### src/rtl/lu_inv_ram.sv
// Generic simple dual-port RAM, one write and one registered read port.
// No dependencies.
module lu_inv_ram #(
    parameter int WIDTH = 32,
    parameter int DEPTH = 64
) (
    input  logic                     clk,
    input  logic                     we,
    input  logic [$clog2(DEPTH)-1:0] waddr,
    input  logic [WIDTH-1:0]         wdata,
    input  logic [$clog2(DEPTH)-1:0] raddr,
    output logic [WIDTH-1:0]         rdata
);
    logic [WIDTH-1:0] mem [DEPTH];

    always_ff @(posedge clk)
    begin
        if (we)
        begin
            mem[waddr] <= wdata;
        end
        rdata <= mem[raddr];
    end
endmodule

### config.mk
export PLATFORM = sky130hd
export DESIGN_NAME = lu_inv_ram
export DESIGN_NICKNAME = d
export VERILOG_FILES = /design/src/rtl/lu_inv_ram.sv
export SDC_FILE = /design/constraint.sdc
export NUM_CORES = 2
export LEC_CHECK = 0
export ABC_AREA = 1
export BUFFER_PORTS_ARGS = -buffer_cell sky130_fd_sc_hd__clkbuf_2
export CAP_MARGIN = 30
export CORE_MARGIN = 2
export CORE_UTILIZATION = 30
export DETAILED_ROUTE_END_ITERATION = 7
export PLACE_DENSITY = 0.42
export SLEW_MARGIN = 20
export SYNTH_ARGS = -nofsm -noshare
export SYNTH_HDL_FRONTEND = slang
export SYNTH_SLANG_ARGS = --single-unit
### constraint.sdc
create_clock -name clk -period 6.5 [get_ports clk]
set_clock_uncertainty 0.05 [all_clocks]
set_input_delay 0.975 -clock clk [delete_from_list [all_inputs] [get_ports clk]]
set_output_delay 0.975 -clock clk [all_outputs]
set_load 0.02 [all_outputs]
==> results.yml <==
worst_setup_path:
  crit_family: "buffers and inverters"
  cp.required_ps: 7180
  cp_num_buf_inv: 4
  cpPeakStageDelay_ps: 720
  crit_fanout: 199
  worstPathCellList: "buf_8 > inv_16 > buf_12 > buf_4 > nand2_1 > nand3_1 > nand3_1 > nand3_1 > nand3_1 > nand2_1 > nand2_1 > nand2_1"
  slowest_stage: "inv_16"
  end_kind: "register"
  cp-start-kind: "primary input"
  critPathKind: "in -> reg"
  worstPathArrival_ps: 4110
timing:
  finalSetupViolations: 0
  max_clock_freq_mhz: 291
  final_max_slew_viol_count: 0
  finalHoldViolCount: 0
  tns_ps: 0
  maxSlewHeadroom: 0.160
  post-route-period-util: 0.528
  rsz0062_at_grt: "no"
  post-route-min-period_ps: 3430
  tightest_slew_ps: 1260
floorplan:
  dieArea_um2: 280000
  rows: 192
  core-area_um2: 274000
  die_w_um: 529
  ioPinCount: 78
  start_util: 0.302
  dieHeight_um: 529
synth:
  yosysMostFrequentCell: "nand2_1"
  yosys-top-cells-count: "nand2_1 (2248), edfxtp_1 (2048), nand3_1 (1907)"
  syn_nets: 6815
  synth.cell_area_um2: 82700
  ys.flop_type: "edfxtp_1"
  ys_types: 16
  synth_top_area_share: 0.743
  ys_async_sr_fraction: 0
  synth_edf_count: 2048
  ys_seq_elements: 2080
  yosys_warnings: 0
  synth_area_leaders: "edfxtp_1 (74%), nand3_1 (12%), nand2_1 (10%), buf_2 (1.7%), dfxtp_1 (0.77%)"
  syn_area_per_cell_um2: 12.2
  yosysSeqAreaShare: 0.751
  syn_inst: 6769
  yosysTopAreaCell: "edfxtp_1"
finish:
  finish.utilization: 0.346
  stdcell_area_um2: 94800
  drive_gt1_frac: 0.0892
  nNetsFinal: 6840
  areaGrowthSynthToFinish_pct: 14.6
  multiInputGateArea_um2: 18800
  seq_area_um2: 62100
  final_cells: 10700
  fillerInstances: 26900
global_routing:
  grt_pass1_vias: 51000
  grtUsageTotal: 0.181
  antenna_found_initial: 14
  grt_max_degree: 200
  grt_overflow: 0
  grt_pass1_wl_um: 372000
detailed_routing:
  remaining_drc_errors: 0
  dr.pass1.iters: 6
  detail-route-antenna-nets: 0
  vias: 52100
  drtIter0Drc: 4617
  wl_per_cell_um: 24.1
  wl_um: 258000
  vias_per_cell: 4.88
clock_tree:
  cts_tree: "built"
  clk_latency_ps: 870
  cts_setup_buffers: 0
  root_buffer: "clkbuf_16"
  cts_buffers: 226
  clk_pin_slew_ps: 60
  hold_buffers: 0
  clkSinkCount: 2080
  cts_resized: 0
  clockBufferDepth: 3
  h-tree-depth: 4
pwr:
  leakage_nw: 32.7
  power.total_mw: 29.1
  irDropWorstVdd_mv: 0.250
  p_per_area_nw_per_um2: 307
placement:
  io_buffer_count: 77
  placed_cells: 10300
  place_hpwl_um: 140000
  gp_congestion: 0.735
  place_area_um2: 87700
flow_run:
  maxCapViolations: 0
outcome:
  status: "finished, final reports clean"
worst_hold_path:
  hp-class: "in -> reg"
## cell usage in the layout (no fill, tap or decap), drive strengths merged
master / netlist / layout
buf: 372 / 175
bufinv: 0 / 12
clkbuf: 77 / 384
clkinv: 0 / 83
clkinvlp: 0 / 2
dfxtp: 32 / 32
diode: 0 / 5
edfxtp: 2048 / 2048
inv: 12 / 18
nand2: 2248 / 2248
nand3: 1907 / 1907
nand4: 9 / 9
nor2: 56 / 56
nor4: 8 / 8
## sequential cells by signal, summed over array words and instances (netlist names)
name / count
mem: 2048
rdata: 32
## cells by family (layout without fill, tap and decap cells)
group | Yosys count | after routing | synth area share
buf+inv | 461 | 674 | 0.0278
flops | 2080 | 2080 | 0.751
other cells | 0 | 5 | 0
simple gates | 4228 | 4228 | 0.221
## path summary, 6_finish.rpt
path / start / to / slack [ps] / cells past startpoint
min: wdata[9] / mem[55][9]$_DFFE_PP_ / 360 / 1
max: raddr[0] / rdata[11]$_DFF_P_ / 3070 / 12
min reg2reg: mem[22][0]$_DFFE_PP_ / rdata[0]$_DFF_P_ / 750 / 8
max reg2reg: mem[55][11]$_DFFE_PP_ / rdata[11]$_DFF_P_ / 4650 / 8
## power breakdown
| group | internal (mW) | switching, mW | total (mW) |
|---|---|---|---|
| sequential | 14.9 | 0.0617 | 14.9 |
| combinational | 0.404 | 1.37 | 1.77 |
| clock | 7.09 | 5.32 | 12.4 |
## metrics by stage
| stage | setup slack (ps) | hold WS (ps) |
|---|---|---|
| 2_1_floorplan | 1350 | 671 |
| 3_3_place_gp | 2150 | 744 |
| 3_5_place_dp | 2200 | 741 |
| 4_1_cts | 3140 | 303 |
| 5_1_grt | 3050 | 320 |
| 6_report | 3070 | 360 |
## cell type report
cell class	count	share of cell area
well taps	3686	0.0486
inverters	12	0.000884
diodes	5	0.000132
repair buffers	246	0.0225
clock buffers	313	0.0654
clock inverters	103	0.00903
multi-input cells	4228	0.198
flip-flops and latches	2080	0.655
## routing by layer
metal,global-route usage,vias up,share of wire
li1,-,24200,-
met1,0.254,26300,0.46
met2,0.287,1218,0.46
met3,0.0241,353,0.042
met4,0.0617,0,0.033
met5,0,-,0
(Power assumes the default switching activity.)
