**src/rtl/lu_inv_pkg.sv**
```systemverilog
// Package for the 3x3 LU matrix inverter: types, address map, microprogram.
// No dependencies.
package lu_inv_pkg;

    localparam int DIM       = 3;
    localparam int CELLS     = DIM * DIM;
    localparam int AW        = 6;
    localparam int RAM_DEPTH = 64;
    localparam int ACCW      = 35;
    localparam int NUM_INSTR = 30;
    localparam int PCW       = 5;

    localparam logic [AW-1:0] A_BASE   = 6'd0;
    localparam logic [AW-1:0] L_BASE   = 6'd9;
    localparam logic [AW-1:0] U_BASE   = 6'd18;
    localparam logic [AW-1:0] LI_BASE  = 6'd27;
    localparam logic [AW-1:0] UI_BASE  = 6'd36;
    localparam logic [AW-1:0] INV_BASE = 6'd45;

    localparam logic [PCW-1:0] LAST_PC   = 5'(NUM_INSTR - 1);
    localparam logic [3:0]     LAST_CELL = 4'(CELLS - 1);

    localparam logic signed [31:0] S32_MAX = 32'sh7fffffff;
    localparam logic signed [31:0] S32_MIN = 32'sh80000000;

    typedef enum logic [1:0] {
        M_SUB,  // sat(base - sum)
        M_NEG,  // -sat(sum)
        M_SAT,  // sat(sum)
        M_ONE   // fixed-point one
    } mode_t;

    typedef struct packed {
        logic [1:0]           nprod;
        logic [2:0][AW-1:0]   pa;
        logic [2:0][AW-1:0]   pb;
        mode_t                mode;
        logic [AW-1:0]        base;
        logic                 dodiv;
        logic [AW-1:0]        daddr;
        logic [AW-1:0]        dest;
        logic                 pivot;
    } instr_t;

    typedef enum logic [3:0] {
        ST_LOAD,
        ST_FETCH,
        ST_RDA,
        ST_RDB,
        ST_MUL,
        ST_ACC,
        ST_BASE,
        ST_FORM,
        ST_DRD,
        ST_DSTART,
        ST_DWAIT,
        ST_WR,
        ST_ORD,
        ST_OCAP,
        ST_OWAIT
    } state_t;

    function automatic logic signed [31:0] sat32(input logic signed [63:0] v);
        logic signed [31:0] r;
        if (v > 64'(S32_MAX))
            r = S32_MAX;
        else if (v < 64'(S32_MIN))
            r = S32_MIN;
        else
            r = v[31:0];
        return r;
    endfunction

    function automatic logic [AW-1:0] ad(input logic [AW-1:0] base, input int r, input int c);
        return base + AW'(r * DIM + c);
    endfunction

    function automatic instr_t mk(
        input logic [1:0]    n,
        input mode_t         m,
        input logic [AW-1:0] base,
        input logic [AW-1:0] a0, input logic [AW-1:0] b0,
        input logic [AW-1:0] a1, input logic [AW-1:0] b1,
        input logic [AW-1:0] a2, input logic [AW-1:0] b2,
        input logic          dv,
        input logic [AW-1:0] d,
        input logic [AW-1:0] dest,
        input logic          piv
    );
        instr_t i;
        i.nprod = n;
        i.pa    = {a2, a1, a0};
        i.pb    = {b2, b1, b0};
        i.mode  = m;
        i.base  = base;
        i.dodiv = dv;
        i.daddr = d;
        i.dest  = dest;
        i.pivot = piv;
        return i;
    endfunction

    // Doolittle factorization, triangular inverses, then inv(U) * inv(L).
    // Products against known zeros are left out; they add exactly zero.
    function automatic instr_t prog_rom(input logic [PCW-1:0] pc);
        instr_t r;
        localparam logic [AW-1:0] Z = '0;
        case (pc)
            5'd0:  r = mk(2'd0, M_SUB, ad(A_BASE,0,0), Z,Z,Z,Z,Z,Z, 1'b0, Z,
                          ad(U_BASE,0,0), 1'b1);
            5'd1:  r = mk(2'd0, M_SUB, ad(A_BASE,0,1), Z,Z,Z,Z,Z,Z, 1'b0, Z,
                          ad(U_BASE,0,1), 1'b0);
            5'd2:  r = mk(2'd0, M_SUB, ad(A_BASE,0,2), Z,Z,Z,Z,Z,Z, 1'b0, Z,
                          ad(U_BASE,0,2), 1'b0);
            5'd3:  r = mk(2'd0, M_SUB, ad(A_BASE,1,0), Z,Z,Z,Z,Z,Z, 1'b1,
                          ad(U_BASE,0,0), ad(L_BASE,1,0), 1'b0);
            5'd4:  r = mk(2'd0, M_SUB, ad(A_BASE,2,0), Z,Z,Z,Z,Z,Z, 1'b1,
                          ad(U_BASE,0,0), ad(L_BASE,2,0), 1'b0);
            5'd5:  r = mk(2'd1, M_SUB, ad(A_BASE,1,1),
                          ad(L_BASE,1,0), ad(U_BASE,0,1), Z,Z,Z,Z, 1'b0, Z,
                          ad(U_BASE,1,1), 1'b1);
            5'd6:  r = mk(2'd1, M_SUB, ad(A_BASE,1,2),
                          ad(L_BASE,1,0), ad(U_BASE,0,2), Z,Z,Z,Z, 1'b0, Z,
                          ad(U_BASE,1,2), 1'b0);
            5'd7:  r = mk(2'd1, M_SUB, ad(A_BASE,2,1),
                          ad(L_BASE,2,0), ad(U_BASE,0,1), Z,Z,Z,Z, 1'b1,
                          ad(U_BASE,1,1), ad(L_BASE,2,1), 1'b0);
            5'd8:  r = mk(2'd2, M_SUB, ad(A_BASE,2,2),
                          ad(L_BASE,2,0), ad(U_BASE,0,2),
                          ad(L_BASE,2,1), ad(U_BASE,1,2), Z,Z, 1'b0, Z,
                          ad(U_BASE,2,2), 1'b1);
            5'd9:  r = mk(2'd0, M_ONE, Z, Z,Z,Z,Z,Z,Z, 1'b0, Z, ad(LI_BASE,0,0), 1'b0);
            5'd10: r = mk(2'd1, M_NEG, Z, ad(L_BASE,1,0), ad(LI_BASE,0,0), Z,Z,Z,Z,
                          1'b0, Z, ad(LI_BASE,1,0), 1'b0);
            5'd11: r = mk(2'd2, M_NEG, Z, ad(L_BASE,2,0), ad(LI_BASE,0,0),
                          ad(L_BASE,2,1), ad(LI_BASE,1,0), Z,Z,
                          1'b0, Z, ad(LI_BASE,2,0), 1'b0);
            5'd12: r = mk(2'd0, M_ONE, Z, Z,Z,Z,Z,Z,Z, 1'b0, Z, ad(LI_BASE,1,1), 1'b0);
            5'd13: r = mk(2'd1, M_NEG, Z, ad(L_BASE,2,1), ad(LI_BASE,1,1), Z,Z,Z,Z,
                          1'b0, Z, ad(LI_BASE,2,1), 1'b0);
            5'd14: r = mk(2'd0, M_ONE, Z, Z,Z,Z,Z,Z,Z, 1'b0, Z, ad(LI_BASE,2,2), 1'b0);
            5'd15: r = mk(2'd0, M_ONE, Z, Z,Z,Z,Z,Z,Z, 1'b1, ad(U_BASE,0,0),
                          ad(UI_BASE,0,0), 1'b0);
            5'd16: r = mk(2'd0, M_ONE, Z, Z,Z,Z,Z,Z,Z, 1'b1, ad(U_BASE,1,1),
                          ad(UI_BASE,1,1), 1'b0);
            5'd17: r = mk(2'd1, M_NEG, Z, ad(U_BASE,0,1), ad(UI_BASE,1,1), Z,Z,Z,Z,
                          1'b1, ad(U_BASE,0,0), ad(UI_BASE,0,1), 1'b0);
            5'd18: r = mk(2'd0, M_ONE, Z, Z,Z,Z,Z,Z,Z, 1'b1, ad(U_BASE,2,2),
                          ad(UI_BASE,2,2), 1'b0);
            5'd19: r = mk(2'd1, M_NEG, Z, ad(U_BASE,1,2), ad(UI_BASE,2,2), Z,Z,Z,Z,
                          1'b1, ad(U_BASE,1,1), ad(UI_BASE,1,2), 1'b0);
            5'd20: r = mk(2'd2, M_NEG, Z, ad(U_BASE,0,1), ad(UI_BASE,1,2),
                          ad(U_BASE,0,2), ad(UI_BASE,2,2), Z,Z,
                          1'b1, ad(U_BASE,0,0), ad(UI_BASE,0,2), 1'b0);
            5'd21: r = mk(2'd3, M_SAT, Z, ad(UI_BASE,0,0), ad(LI_BASE,0,0),
                          ad(UI_BASE,0,1), ad(LI_BASE,1,0),
                          ad(UI_BASE,0,2), ad(LI_BASE,2,0),
                          1'b0, Z, ad(INV_BASE,0,0), 1'b0);
            5'd22: r = mk(2'd2, M_SAT, Z, ad(UI_BASE,0,1), ad(LI_BASE,1,1),
                          ad(UI_BASE,0,2), ad(LI_BASE,2,1), Z,Z,
                          1'b0, Z, ad(INV_BASE,0,1), 1'b0);
            5'd23: r = mk(2'd1, M_SAT, Z, ad(UI_BASE,0,2), ad(LI_BASE,2,2), Z,Z,Z,Z,
                          1'b0, Z, ad(INV_BASE,0,2), 1'b0);
            5'd24: r = mk(2'd2, M_SAT, Z, ad(UI_BASE,1,1), ad(LI_BASE,1,0),
                          ad(UI_BASE,1,2), ad(LI_BASE,2,0), Z,Z,
                          1'b0, Z, ad(INV_BASE,1,0), 1'b0);
            5'd25: r = mk(2'd2, M_SAT, Z, ad(UI_BASE,1,1), ad(LI_BASE,1,1),
                          ad(UI_BASE,1,2), ad(LI_BASE,2,1), Z,Z,
                          1'b0, Z, ad(INV_BASE,1,1), 1'b0);
            5'd26: r = mk(2'd1, M_SAT, Z, ad(UI_BASE,1,2), ad(LI_BASE,2,2), Z,Z,Z,Z,
                          1'b0, Z, ad(INV_BASE,1,2), 1'b0);
            5'd27: r = mk(2'd1, M_SAT, Z, ad(UI_BASE,2,2), ad(LI_BASE,2,0), Z,Z,Z,Z,
                          1'b0, Z, ad(INV_BASE,2,0), 1'b0);
            5'd28: r = mk(2'd1, M_SAT, Z, ad(UI_BASE,2,2), ad(LI_BASE,2,1), Z,Z,Z,Z,
                          1'b0, Z, ad(INV_BASE,2,1), 1'b0);
            5'd29: r = mk(2'd1, M_SAT, Z, ad(UI_BASE,2,2), ad(LI_BASE,2,2), Z,Z,Z,Z,
                          1'b0, Z, ad(INV_BASE,2,2), 1'b0);
            default: r = '0;
        endcase
        return r;
    endfunction

endpackage

```
**src/rtl/lu_inv_div.sv**
```systemverilog
// Radix-2 restoring divider for fixed-point quotients, rounded half away from
// zero and saturated to 32 bits. Depends on lu_inv_pkg.
module lu_inv_div
    import lu_inv_pkg::*;
#(
    parameter int FRAC_BITS = 16
) (
    input  logic               clk,
    input  logic               rst_n,
    input  logic               start,
    input  logic signed [31:0] num,
    input  logic signed [31:0] den,
    output logic               done,
    output logic signed [31:0] quo
);
    localparam int QW = 33 + FRAC_BITS;
    localparam int CW = $clog2(QW + 1);

    logic          busy_reg, busy_next;
    logic          done_reg, done_next;
    logic [CW-1:0] cnt_reg, cnt_next;
    logic [QW-1:0] dvd_reg, dvd_next;
    logic [QW-1:0] q_reg, q_next;
    logic [31:0]   rem_reg, rem_next;
    logic [31:0]   ub_reg, ub_next;
    logic          neg_reg, neg_next;

    logic [31:0]   mag_n, mag_d;
    logic [32:0]   rem_sh;
    logic          ge;

    always_comb
    begin
        mag_n  = num[31] ? 32'(-num) : 32'(num);
        mag_d  = den[31] ? 32'(-den) : 32'(den);
        rem_sh = {rem_reg, dvd_reg[QW-1]};
        ge     = rem_sh >= {1'b0, ub_reg};

        busy_next = busy_reg;
        done_next = 1'b0;
        cnt_next  = cnt_reg;
        dvd_next  = dvd_reg;
        q_next    = q_reg;
        rem_next  = rem_reg;
        ub_next   = ub_reg;
        neg_next  = neg_reg;

        if (start)
        begin
            busy_next = 1'b1;
            cnt_next  = '0;
            // |num| * 2^F plus half the divisor gives the rounded quotient
            dvd_next  = {1'b0, mag_n, {FRAC_BITS{1'b0}}} + QW'(mag_d >> 1);
            q_next    = '0;
            rem_next  = '0;
            ub_next   = mag_d;
            neg_next  = num[31] ^ den[31];
        end
        else if (busy_reg)
        begin
            rem_next = ge ? 32'(rem_sh - {1'b0, ub_reg}) : rem_sh[31:0];
            q_next   = {q_reg[QW-2:0], ge};
            dvd_next = {dvd_reg[QW-2:0], 1'b0};
            cnt_next = cnt_reg + 1'b1;
            if (cnt_reg == CW'(QW - 1))
            begin
                busy_next = 1'b0;
                done_next = 1'b1;
            end
        end
    end

    always_comb
    begin
        if (|q_reg[QW-1:31])
            quo = neg_reg ? S32_MIN : S32_MAX;
        else
            quo = neg_reg ? -$signed(q_reg[31:0]) : $signed(q_reg[31:0]);
    end

    assign done = done_reg;

    always_ff @(posedge clk or negedge rst_n)
    begin
        if (!rst_n)
        begin
            busy_reg <= 1'b0;
            done_reg <= 1'b0;
            cnt_reg  <= '0;
        end
        else
        begin
            busy_reg <= busy_next;
            done_reg <= done_next;
            cnt_reg  <= cnt_next;
        end
    end

    always_ff @(posedge clk)
    begin
        dvd_reg <= dvd_next;
        q_reg   <= q_next;
        rem_reg <= rem_next;
        ub_reg  <= ub_next;
        neg_reg <= neg_next;
    end
endmodule

```
**config.mk**
```make
export PLATFORM = sky130hd
export DESIGN_NAME = lu_inv_div
export DESIGN_NICKNAME = d
export VERILOG_FILES = /design/src/rtl/lu_inv_pkg.sv /design/src/rtl/lu_inv_div.sv
export SDC_FILE = /design/constraint.sdc
export NUM_CORES = 1
export LEC_CHECK = 0
export ABC_AREA = 1
export BUFFER_PORTS_ARGS = -buffer_cell sky130_fd_sc_hd__buf_4
export CAP_MARGIN = 0
export CORE_MARGIN = 5
export CORE_UTILIZATION = 55
export CTS_CLUSTER_DIAMETER = 150
export DETAILED_ROUTE_END_ITERATION = 8
export PLACE_DENSITY = 0.75
export SLEW_MARGIN = 20
export SYNTH_ARGS = -nofsm -noshare
export SYNTH_HDL_FRONTEND = slang
export SYNTH_SLANG_ARGS = --single-unit
```
**constraint.sdc**
```tcl
create_clock -name clk -period 6 [get_ports clk]
set_input_delay 0.3 -clock clk [delete_from_list [all_inputs] [get_ports clk]]
set_output_delay 0.3 -clock clk [all_outputs]
set_load 0.005 [all_outputs]
```
==> impl_metrics.py <==
metrics = {
    "logic_synthesis": {
        "ys.flop_type": "edfxtp_1",
        "async_flop_share_pct": 4.678,
        "syn_inst": 1673,
        "mappedNetlistNets": 1794,
        "syn_area_per_cell_um2": 7.308,
        "synth_edf_count": 82,
        "synth_top_area_share_pct": 20.14,
        "seq_area_frac_synth_pct": 35.04,
        "ys_ff_latch": 171,
        "synth_warnings": 0,
        "yosysUniqueCellTypes": 54,
        "synth.top_cells.by_count": "442 x nand2_1, 213 x inv_1, 148 x nor2_1",
        "yosys.area.top_type": "edfxtp_1",
        "synthTopCellsByArea": "edfxtp_1 20%, nand2_1 14%, dfxtp_1 13%, inv_1 6.5%, xor2_1 5.4%",
        "syn-cell-area_um2": 12230,
        "synth.most_common_cell": "nand2_1",
    },
    "global_route": {
        "grt-ovfl-total": 0,
        "grt_antenna_before_repair": 0,
        "grt_usage_pct": 23.60,
        "first_global_vias": 10700,
        "grt_max_degree": 57,
        "grt_pass1_wl_um": 50810,
    },
    "clock_tree": {
        "cts_resized": 0,
        "htree_levels": 4,
        "cts_hold_buf": 1,
        "clkLatencyLatePin_ps": 440,
        "cts_inserted_buffers": 17,
        "cts_setup_buffers": 0,
        "clkTransAtPathRegs_ps": 70,
        "root_buffer": "clkbuf_16",
        "clock-sinks": 171,
        "clock_path_buffers": 2,
        "cts_tree": "yes",
    },
    "placement": {
        "io_buffers": 99,
        "hpwl_um": 23170,
        "routabilityCongestion": 0.9766,
    },
    "worst_setup_path": {
        "crit_path_frequent_cell": "nand2_1",
        "required_ps": 6190,
        "critPathLaunchType": "primary input",
        "crit_fanout": 4,
        "cp-end-kind": "register",
        "r2r_start": "ub_reg[10]$_DFFE_PP_",
        "arrival_ps": 3890,
        "slowest_stage": "fa_1",
        "crit_start": "den[0]",
        "max_stage_delay_ps": 420,
        "worstSetupPathType": "primary input to register",
    },
    "layout": {
        "fin_nets": 1872,
        "antennaDiodeCount": 0,
        "syn_to_final_growth_pct": 12.49,
        "drive_above_1_share_pct": 13.27,
        "nFillCells": 1999,
    },
    "power": {
        "peakVddDrop_mv": 0.2382,
        "power.leakage_nw": 6.529,
        "power.density_nw_per_um2": 344.3,
        "finalPower_mw": 4.734,
    },
    "floorplanning": {
        "rows": 54,
        "die_x_um": 159.1,
        "coreArea_um2": 21820,
        "fp.dieH_um": 159.1,
        "initial_core_util_pct": 56.02,
        "pin_count": 100,
        "die-area_um2": 25310,
    },
    "sta": {
        "final.period_utilization_pct": 61.69,
        "fmax_mhz": 270.2,
        "setup_tns_ps": 0,
        "slew_viol_final": 0,
        "tightest_slew_ps": 857.6,
        "rsz0062_at_grt": "false",
        "hold_viol_final": 0,
        "maxSlewHeadroom_pct": 42.62,
        "period_minus_slack_ps": 3701,
        "setup_viol": 0,
        "skew_ps": 17.97,
    },
    "routing": {
        "drt_iter0_drc": 864,
        "vias": 11160,
        "avgRoutedWirePerCell_um": 14.98,
        "drc": 0,
        "viasPerCell": 5.461,
        "routed_wl_um": 30610,
        "drtAntennaViolNets": 0,
        "first_pass_iters": 6,
    },
    "worst_hold_path": {
        "holdCritStartpoint": "den[0]",
        "hold_path.class": "primary input to register",
    },
    "status": {
        "status": "completed",
    },
    "flow_run": {
        "drv_cap": 0,
    },
}
layout by cell type, fill, tap and decap left out, types with 6 or more instances in the layout:
cell type,count
o21ai_0,62
o211ai_2,17
nor2_1,148
o22ai_1,48
dfrtp_1,8
nand2_1,442
inv_2,7
clkbuf_16,17
edfxtp_1,82
nand3_2,6
a31oi_1,10
nand3b_1,7
buf_4,106
ha_1,52
nor2_2,16
dfxtp_1,81
inv_1,212
nor4_1,11
inv_8,7
nand4_1,24
a21o_1,9
nand2_2,21
a21oi_1,68
xor2_1,75
nor3_1,18
xnor2_1,36
nor3_2,7
o21ai_1,19
nand3_1,86
worst max-delay path, delay by kind of cell:
kind | cells | cell delay [ps]
compound gates | 3 | 550
xor+xnor | 1 | 250
fa+ha+maj | 2 | 600
buf+inv | 4 | 370
simple gates | 19 | 1820
power breakdown:
part | internal, mW | switching (mW)
clock network | 0.603 | 0.539
logic | 0.800 | 1.25
registers | 1.43 | 0.115
area by class of cell:
| cell class | count | area (µm²) | area share [%] |
|---|---|---|---|
| Clock buffer | 17 | 425.4 | 3.093 |
| Clock inverter | 15 | 185.2 | 1.347 |
| Inverter | 221 | 830.8 | 6.041 |
| Multi-Input combinational cell | 1233 | 6870 | 49.96 |
| Sequential cell | 171 | 4284 | 31.15 |
| Tap cell | 280 | 350.3 | 2.548 |
| Timing Repair Buffer | 107 | 805.8 | 5.859 |
path summary, 6_finish.rpt:
check | end | slack, ps | cells after the start
min in group asynchronous | cnt_reg[4]$_DFFE_PN0P_ | 220 | 2
setup reg to reg | rem_reg[17]$_SDFFE_PP0P_ | 3070 | 17
setup / recovery | dvd_reg[34]$_DFFE_PP_ | 2300 | 29
hold / removal | ub_reg[0]$_DFFE_PP_ | 50 | 1
max in group asynchronous | cnt_reg[1]$_DFFE_PN0P_ | 5650 | 2
hold reg to reg | q_reg[39]$_SDFFE_PP0P_ | 490 | 2
per-layer routing:
layer	up-vias	routed length, µm	track usage, %
li1	5652	-	-
met1	5151	14280	32.36
met2	321	14210	39.06
met3	38	1645	3.857
met4	0	472	6.049
met5	-	0	0
per-stage QoR:
step                instance area, µm²  instances  hold slack (ps)  worst slack [ps]  util (%)
floorplan                        12230       1673            4.409              2567         -
global placement                 13130       2011            126.1              2052     60.17
detailed placement               13130       2011            125.8              1909     60.17
CTS                              13750       2044            35.77              2360     63.01
global route                     13750       2044            32.81              1814     63.01
finish                           13750       2044            47.71              2299     63.01
logic make-up (layout without fill, tap and decap cells):
logic type,Yosys count,count (layout),share of synthesized area [%]
AOI/OAI and AO/OA,262,262,13.35
DFF,171,171,35.04
xor gates and xnor gates,114,114,8.351
and+or+nand+nor,803,803,28.85
buffers and inverters,269,360,8.761
adders and majority gates,54,54,5.649
No activity file was read; power rests on OpenSTA's default activity.
